`src/rtl/ccl_pkg.sv`:
```
// Console command line parser package: character codes, command codes and
// the letter-pair decode functions. No dependencies.

package ccl_pkg;

	localparam int CodeW = 5;
	localparam int MagW  = 31;
	localparam int ValW  = 32;

	localparam logic [MagW-1:0] MAG_MAX = {MagW{1'b1}};

	// Characters of interest
	localparam logic [7:0] CH_NUL   = 8'h00;
	localparam logic [7:0] CH_TAB   = 8'h09;
	localparam logic [7:0] CH_LF    = 8'h0A;
	localparam logic [7:0] CH_CR    = 8'h0D;
	localparam logic [7:0] CH_SPACE = 8'h20;
	localparam logic [7:0] CH_MINUS = 8'h2D;
	localparam logic [7:0] CH_EQUAL = 8'h3D;
	localparam logic [7:0] CH_0     = 8'h30;
	localparam logic [7:0] CH_1     = 8'h31;
	localparam logic [7:0] CH_2     = 8'h32;
	localparam logic [7:0] CH_9     = 8'h39;

	// Command codes
	localparam logic [CodeW-1:0] CMD_NONE = 5'd0;
	localparam logic [CodeW-1:0] CMD_ST   = 5'd1;
	localparam logic [CodeW-1:0] CMD_RT   = 5'd2;
	localparam logic [CodeW-1:0] CMD_TT   = 5'd3;
	localparam logic [CodeW-1:0] CMD_AC   = 5'd4;
	localparam logic [CodeW-1:0] CMD_AR   = 5'd5;
	localparam logic [CodeW-1:0] CMD_SM   = 5'd6;
	localparam logic [CodeW-1:0] CMD_PO   = 5'd7;
	localparam logic [CodeW-1:0] CMD_FA   = 5'd8;
	localparam logic [CodeW-1:0] CMD_Z1   = 5'd9;
	localparam logic [CodeW-1:0] CMD_Z2   = 5'd10;
	localparam logic [CodeW-1:0] CMD_D1   = 5'd11;
	localparam logic [CodeW-1:0] CMD_D2   = 5'd12;
	localparam logic [CodeW-1:0] CMD_T1   = 5'd13;
	localparam logic [CodeW-1:0] CMD_T2   = 5'd14;
	localparam logic [CodeW-1:0] CMD_V1   = 5'd15;
	localparam logic [CodeW-1:0] CMD_V2   = 5'd16;

	function automatic logic is_blank(input logic [7:0] c);
		return (c == CH_SPACE) || (c == CH_TAB) || (c == CH_CR) || (c == CH_LF);
	endfunction

	function automatic logic is_first(input logic [7:0] c);
		return (c == "s") || (c == "r") || (c == "a") || (c == "z") || (c == "d") ||
			(c == "t") || (c == "v") || (c == "f") || (c == "p");
	endfunction

	// Second letter decode: simple pairs first, then z/d/t/v with 1 or 2
	function automatic logic [CodeW-1:0] pair_code(input logic [7:0] a, input logic [7:0] b);
		logic two;
		two = (b == CH_2);
		if (a == "s" && b == "t") return CMD_ST;
		if (a == "r" && b == "t") return CMD_RT;
		if (a == "t" && b == "t") return CMD_TT;
		if (a == "a" && b == "c") return CMD_AC;
		if (a == "a" && b == "r") return CMD_AR;
		if (a == "s" && b == "m") return CMD_SM;
		if (a == "p" && b == "o") return CMD_PO;
		if (a == "f" && b == "a") return CMD_FA;
		if (b != CH_1 && b != CH_2) return CMD_NONE;
		if (a == "z") return two ? CMD_Z2 : CMD_Z1;
		if (a == "d") return two ? CMD_D2 : CMD_D1;
		if (a == "t") return two ? CMD_T2 : CMD_T1;
		if (a == "v") return two ? CMD_V2 : CMD_V1;
		return CMD_NONE;
	endfunction

endpackage

```
`src/rtl/console_command_line_parser.sv`:
```
// Console command line parser, top level.
// Depends on ccl_pkg for character codes, command codes and pair decode.
//
// Usage:
//   Input channel (in_valid/in_ready) carries one transaction per character:
//   action = 0 with char_code holding the character, or action = 1 to mark
//   the end of the line. Output channel (out_valid/out_ready) carries one
//   transaction per end of line: command_code and the signed cmd_value.
//   A character transaction updates the line state in the cycle it is
//   accepted and produces nothing. An end-of-line transaction loads the
//   output register, so the result is visible in the cycle after acceptance,
//   and clears the line state at the same edge.
//   Throughput is one transaction per cycle, save the stall below; the
//   per-character update is a single compare tree plus the multiply-by-ten
//   accumulate of the value. When the receiver stalls, characters are still
//   taken; only an end-of-line transaction waits while the output register
//   holds an untaken result.
//   Reset (arst_n low) clears the line state and empties the output register.
//   With no '=' on the line the result is code 0 and value 0; the value
//   magnitude saturates at 2147483647.

module console_command_line_parser
	import ccl_pkg::*;
(
	input  logic                   clk,
	input  logic                   arst_n,
	input  logic                   in_valid,
	output logic                   in_ready,
	input  logic                   action,
	input  logic [7:0]             char_code,
	output logic                   out_valid,
	input  logic                   out_ready,
	output logic [CodeW-1:0]       command_code,
	output logic signed [ValW-1:0] cmd_value
);

	// Line state
	logic [7:0]       first_letter_q;
	logic [CodeW-1:0] found_code_q;
	logic             equals_seen_q;
	logic             minus_seen_q;
	logic [MagW-1:0]  magnitude_q;
	logic             token_started_q;
	logic             token_ended_q;

	// Output register
	logic             out_valid_q;
	logic [CodeW-1:0] code_q;
	logic [ValW-1:0]  value_q;

	logic in_fire, char_fire, eol_fire;

	// Next-state of the line for one character
	logic [7:0]       first_letter_d;
	logic [CodeW-1:0] found_code_d;
	logic             equals_seen_d;
	logic             minus_seen_d;
	logic [MagW-1:0]  magnitude_d;
	logic             token_started_d;
	logic             token_ended_d;

	logic [MagW+3:0]  mag_times10;
	logic [MagW+3:0]  mag_sum;
	logic             is_digit;

	assign in_ready  = !out_valid_q || out_ready || !action;
	assign in_fire   = in_valid && in_ready;
	assign char_fire = in_fire && !action;
	assign eol_fire  = in_fire && action;

	// Decimal accumulate: m*10 + digit, saturated
	assign is_digit    = (char_code >= CH_0) && (char_code <= CH_9);
	assign mag_times10 = ({4'b0, magnitude_q} << 3) + ({4'b0, magnitude_q} << 1);
	assign mag_sum     = mag_times10 + {(MagW+4-4)'(0), char_code[3:0]};

	// Character update
	always_comb begin
		first_letter_d  = first_letter_q;
		found_code_d    = found_code_q;
		equals_seen_d   = equals_seen_q;
		minus_seen_d    = minus_seen_q;
		magnitude_d     = magnitude_q;
		token_started_d = token_started_q;
		token_ended_d   = token_ended_q;
		if (!token_ended_q) begin
			if (char_code == CH_NUL) begin
				token_ended_d = 1'b1;
			end else if (is_blank(char_code)) begin
				if (token_started_q) token_ended_d = 1'b1;
			end else begin
				token_started_d = 1'b1;
				if (first_letter_q == CH_NUL) begin
					if (is_first(char_code)) first_letter_d = char_code;
				end else if (equals_seen_q) begin
					if (is_digit) begin
						magnitude_d = (mag_sum > {4'b0, MAG_MAX}) ? MAG_MAX : mag_sum[MagW-1:0];
					end else if (char_code == CH_MINUS) begin
						minus_seen_d = 1'b1;
					end
				end else if (found_code_q != CMD_NONE) begin
					if (char_code == CH_EQUAL) equals_seen_d = 1'b1;
				end else begin
					found_code_d = pair_code(first_letter_q, char_code);
				end
			end
		end
	end

	// Line state registers; end of line clears them
	always_ff @(posedge clk or negedge arst_n) begin
		if (!arst_n) begin
			first_letter_q  <= CH_NUL;
			found_code_q    <= CMD_NONE;
			equals_seen_q   <= 1'b0;
			minus_seen_q    <= 1'b0;
			magnitude_q     <= '0;
			token_started_q <= 1'b0;
			token_ended_q   <= 1'b0;
		end else if (eol_fire) begin
			first_letter_q  <= CH_NUL;
			found_code_q    <= CMD_NONE;
			equals_seen_q   <= 1'b0;
			minus_seen_q    <= 1'b0;
			magnitude_q     <= '0;
			token_started_q <= 1'b0;
			token_ended_q   <= 1'b0;
		end else if (char_fire) begin
			first_letter_q  <= first_letter_d;
			found_code_q    <= found_code_d;
			equals_seen_q   <= equals_seen_d;
			minus_seen_q    <= minus_seen_d;
			magnitude_q     <= magnitude_d;
			token_started_q <= token_started_d;
			token_ended_q   <= token_ended_d;
		end
	end

	// Output register valid
	always_ff @(posedge clk or negedge arst_n) begin
		if (!arst_n) begin
			out_valid_q <= 1'b0;
		end else if (eol_fire) begin
			out_valid_q <= 1'b1;
		end else if (out_ready) begin
			out_valid_q <= 1'b0;
		end
	end

	// Output payload: only a line with '=' reports its command
	always_ff @(posedge clk) begin
		if (eol_fire) begin
			if (equals_seen_q) begin
				code_q  <= found_code_q;
				value_q <= minus_seen_q ? (ValW'(0) - {1'b0, magnitude_q}) : {1'b0, magnitude_q};
			end else begin
				code_q  <= CMD_NONE;
				value_q <= '0;
			end
		end
	end

	assign out_valid    = out_valid_q;
	assign command_code = code_q;
	assign cmd_value    = value_q;

endmodule

```
`config.mk`:
```
export PLATFORM = sky130hd
export DESIGN_NAME = console_command_line_parser
export DESIGN_NICKNAME = d
export VERILOG_FILES = /design/src/rtl/ccl_pkg.sv /design/src/rtl/console_command_line_parser.sv
export SDC_FILE = /design/constraint.sdc
export NUM_CORES = 1
export LEC_CHECK = 0
export BUFFER_PORTS_ARGS = -buffer_cell sky130_fd_sc_hd__buf_2
export CORE_UTILIZATION = 30
export CTS_CLUSTER_SIZE = 12
export DETAILED_ROUTE_END_ITERATION = 16
export PLACE_DENSITY = 0.56
export SYNTH_ARGS = -nofsm -noshare
export SYNTH_HDL_FRONTEND = slang
export SYNTH_SLANG_ARGS = --single-unit
```
`constraint.sdc`:
```
create_clock -name clk -period 5.57 [get_ports clk]
set_clock_uncertainty 0.05 [all_clocks]
set_input_delay 0.2785 -clock clk [delete_from_list [all_inputs] [get_ports clk]]
set_output_delay 0.2785 -clock clk [all_outputs]
set_load 0.01 [all_outputs]
```
==> out/results.ini <==
[floorplan]
initial_core_util_pct=30.5
rows=53
core-area_um2=21000
die_w_um=148
fp.dieArea_um2=21900
pin_count=52
die_height_um=148

[cts]
cts_hold_buf=0
clock_latency_ns=0.34
post_cts_resized=0
numCtsBuffers=9
clkTransAtPathRegs_ns=0.06
htree_levels=3
cts-root-buf=clkbuf_16
post-cts-setup-buffer-count=0
cts_tree=yes
cts_buffer_depth=2
cts.sinks=86

[setup_path]
critical-path-slowest-cell=fa_1
path_class=flop to flop
critical-path-top-delay-family=compound AO/OA/AOI/OAI gates
r2r_slack_ns=1.42
crit_arrival_ns=4.32
crit_path_start_kind=flop
critPathBufInv=3
end_kind=flop
crit_start=magnitude_q[0]
critPathMaxFanout=15
required_ns=5.74
cp_cell_sequence=inv_1, fa_1, inv_1, ha_1, a21o_1, and4_1, o311a_1, o21ai_0, o21ai_0, a31oi_1, mux2_2, nor4_2, buf_4, a21oi_1
rr_worst_depth=14
timing.rr.start=magnitude_q[0]
r2r_end=magnitude_q[11]
slowest_delay_ns=0.58

[synth]
synth_xor_area_share_pct=8.09
ys_warn_count=0
synth_top_area_share_pct=19.2
syn_area_per_cell_um2=9.23
syn_inst=692
synth_area_um2=6390
synth_compound_area_share_pct=21.4
synth_seq_cells=86
yosys.area_share.adder_pct=12.8
synth_mux_area_share_pct=0.490
ys.flop_type=dfrtp_1
synth_cell_types=66
synth.most_common_cell=o21ai_0
ys_top_cells_by_area=dfrtp_1 19%, edfxtp_1 17%, ha_1 12%, xnor2_1 6.2%, o21ai_0 6.0%
synth_fp_nets=769
synth-async-reset-ratio_pct=57.0
synth-simple-area-share_pct=17.5
yosysSeqAreaShare_pct=36.6
yosys-top-cells-count=76 x o21ai_0, 74 x a21oi_1, 62 x ha_1, 49 x dfrtp_1, 45 x xnor2_1
synth_edf_count=37
synth_top_family_by_area=compound AO/OA/AOI/OAI gates
netlist.top_cell.by_area=dfrtp_1

[global_route]
grt_use_total_pct=14.6
grt-ovfl-total=0
grt_pass1_vias=4994
grt_pass1_wl_um=25900
grt_antenna_before_repair=0
grt_max_degree=54

[sta]
setup_viol=0
fmax_ghz=0.241
tns_ns=0
worstMarginPinSlew_ns=1.14
slew_viol_final=0
relSlewSlack_pct=24.1
period_share_pct=74.6
timing.hold.ws_ns=-0.0160
final-hold-violation-count=4
grt_setup_unrepaired=false
final.setup.worst_slack_ns=1.42
finalCriticalPeriod_ns=4.15

[detailed_routing]
drtPass1Iterations=4
via_per_inst=5.25
antenna_left=0
vias=5301
route.final.wire_length_um=15600
drt-initial-drc-count=349
drc=0
wl_per_cell_um=15.4

[run_status]
status=complete, but fails checks
violations=negative hold slack

[finish]
final_cell_count_no_fill=1009
fillers=2188
drive_above_1_share_pct=11.9
final_area_um2=7220
syn_to_final_growth_pct=13.1
antenna_cells=0
final_nets=806

[power]
p_per_area_nw_per_um2=188
ir_worst_vdd_uv=131
p_leak_nw=3.31

[flow_run]
maxCapViolations=0

[place]
dp_cells=993
hpwlAfterDp_um=11400
gp_congestion=0.853
post_dp_cell_area_um2=6930
place_ws_ns=1.35
io_buffers=51

[worst_hold_path]
hold_class=primary input to asynchronous set/reset pin

[placed cells by master (no fill, tap or decap), drive strengths merged, types with 3 or more instances in the layout]
cell,n
o21ai,78
a21oi,74
ha,62
buf,57
dfrtp,49
xnor2,45
and2,40
edfxtp,37
nand2,36
nor2,35
inv,24
xor2,14
o31ai,13
clkbuf,13
and3,11
a21o,11
nor3,11
nand3,10
or4,9
nor2b,7
a31oi,7
nand2b,7
or3,7
nor4,6
nand4,5
o21a,5
a211oi,4
o211ai,4
nor3b,4
o41ai,3
o2111ai,3
a41oi,3
and4b,3
[cell type report]
cell class | instances | area [µm²] | share of cell area (%)
clock buffer | 13 | 250 | 3.46
clock inverter | 3 | 43.8 | 0.606
inverter | 23 | 86.3 | 1.20
multi-input combinational | 552 | 3860 | 53.5
sequential | 86 | 2340 | 32.4
tap | 275 | 344 | 4.76
timing repair buffer | 57 | 300 | 4.16
[report_power, final]
group          internal [mW]  total [mW]  switching [mW]  leakage [nW]
registers              0.674       0.681         0.00651          1.04
clock network          0.361       0.601           0.240         0.140
logic                 0.0237      0.0758          0.0521          2.14
total                   1.06        1.36           0.299          3.31
[sequential cells by signal, summed over array words and instances, names as in the netlist]
name / count
found_code_q: 5
token_ended_q: 1
magnitude_q: 31
cmd_value: 32
command_code: 5
out_valid: 1
first_letter_q: 8
equals_seen_q: 1
minus_seen_q: 1
token_started_q: 1
[stage by stage]
step           utilization, %  power [mW]
6_report                 34.5        1.36
5_1_grt                  34.5        1.41
4_1_cts                  34.5        1.37
3_5_place_dp             33.1       0.770
3_3_place_gp             33.1       0.769
2_1_floorplan               -       0.734
[layer usage]
metal / part of all wire (%) / track usage (%) / routed length (µm)
met3: 3.2 / 1.36 / 493
met5: 0 / 0 / 0
met2: 46 / 22.9 / 7170
met1: 49 / 21.1 / 7660
met4: 1.5 / 4.59 / 232
[worst max path at each step]
stage | cells past startpoint | to | slack [ns]
CTS | 14 | magnitude_q[27] | 1.43
detailed placement | 15 | magnitude_q[27] | 1.35
global placement | 15 | magnitude_q[11] | 1.42
finish | 14 | magnitude_q[11] | 1.42
floorplan | 15 | magnitude_q[1] | 1.46
global route | 14 | magnitude_q[9] | 1.13
[cells by family (layout without fill, tap and decap cells)]
kind of cell / Yosys count / after routing
flops: 86 / 86
xor+xnor: 59 / 59
mux: 3 / 3
compound gates: 226 / 226
buf+inv: 54 / 96
simple gates: 200 / 200
fa+ha+maj: 64 / 64
(Power assumes the default switching activity.)
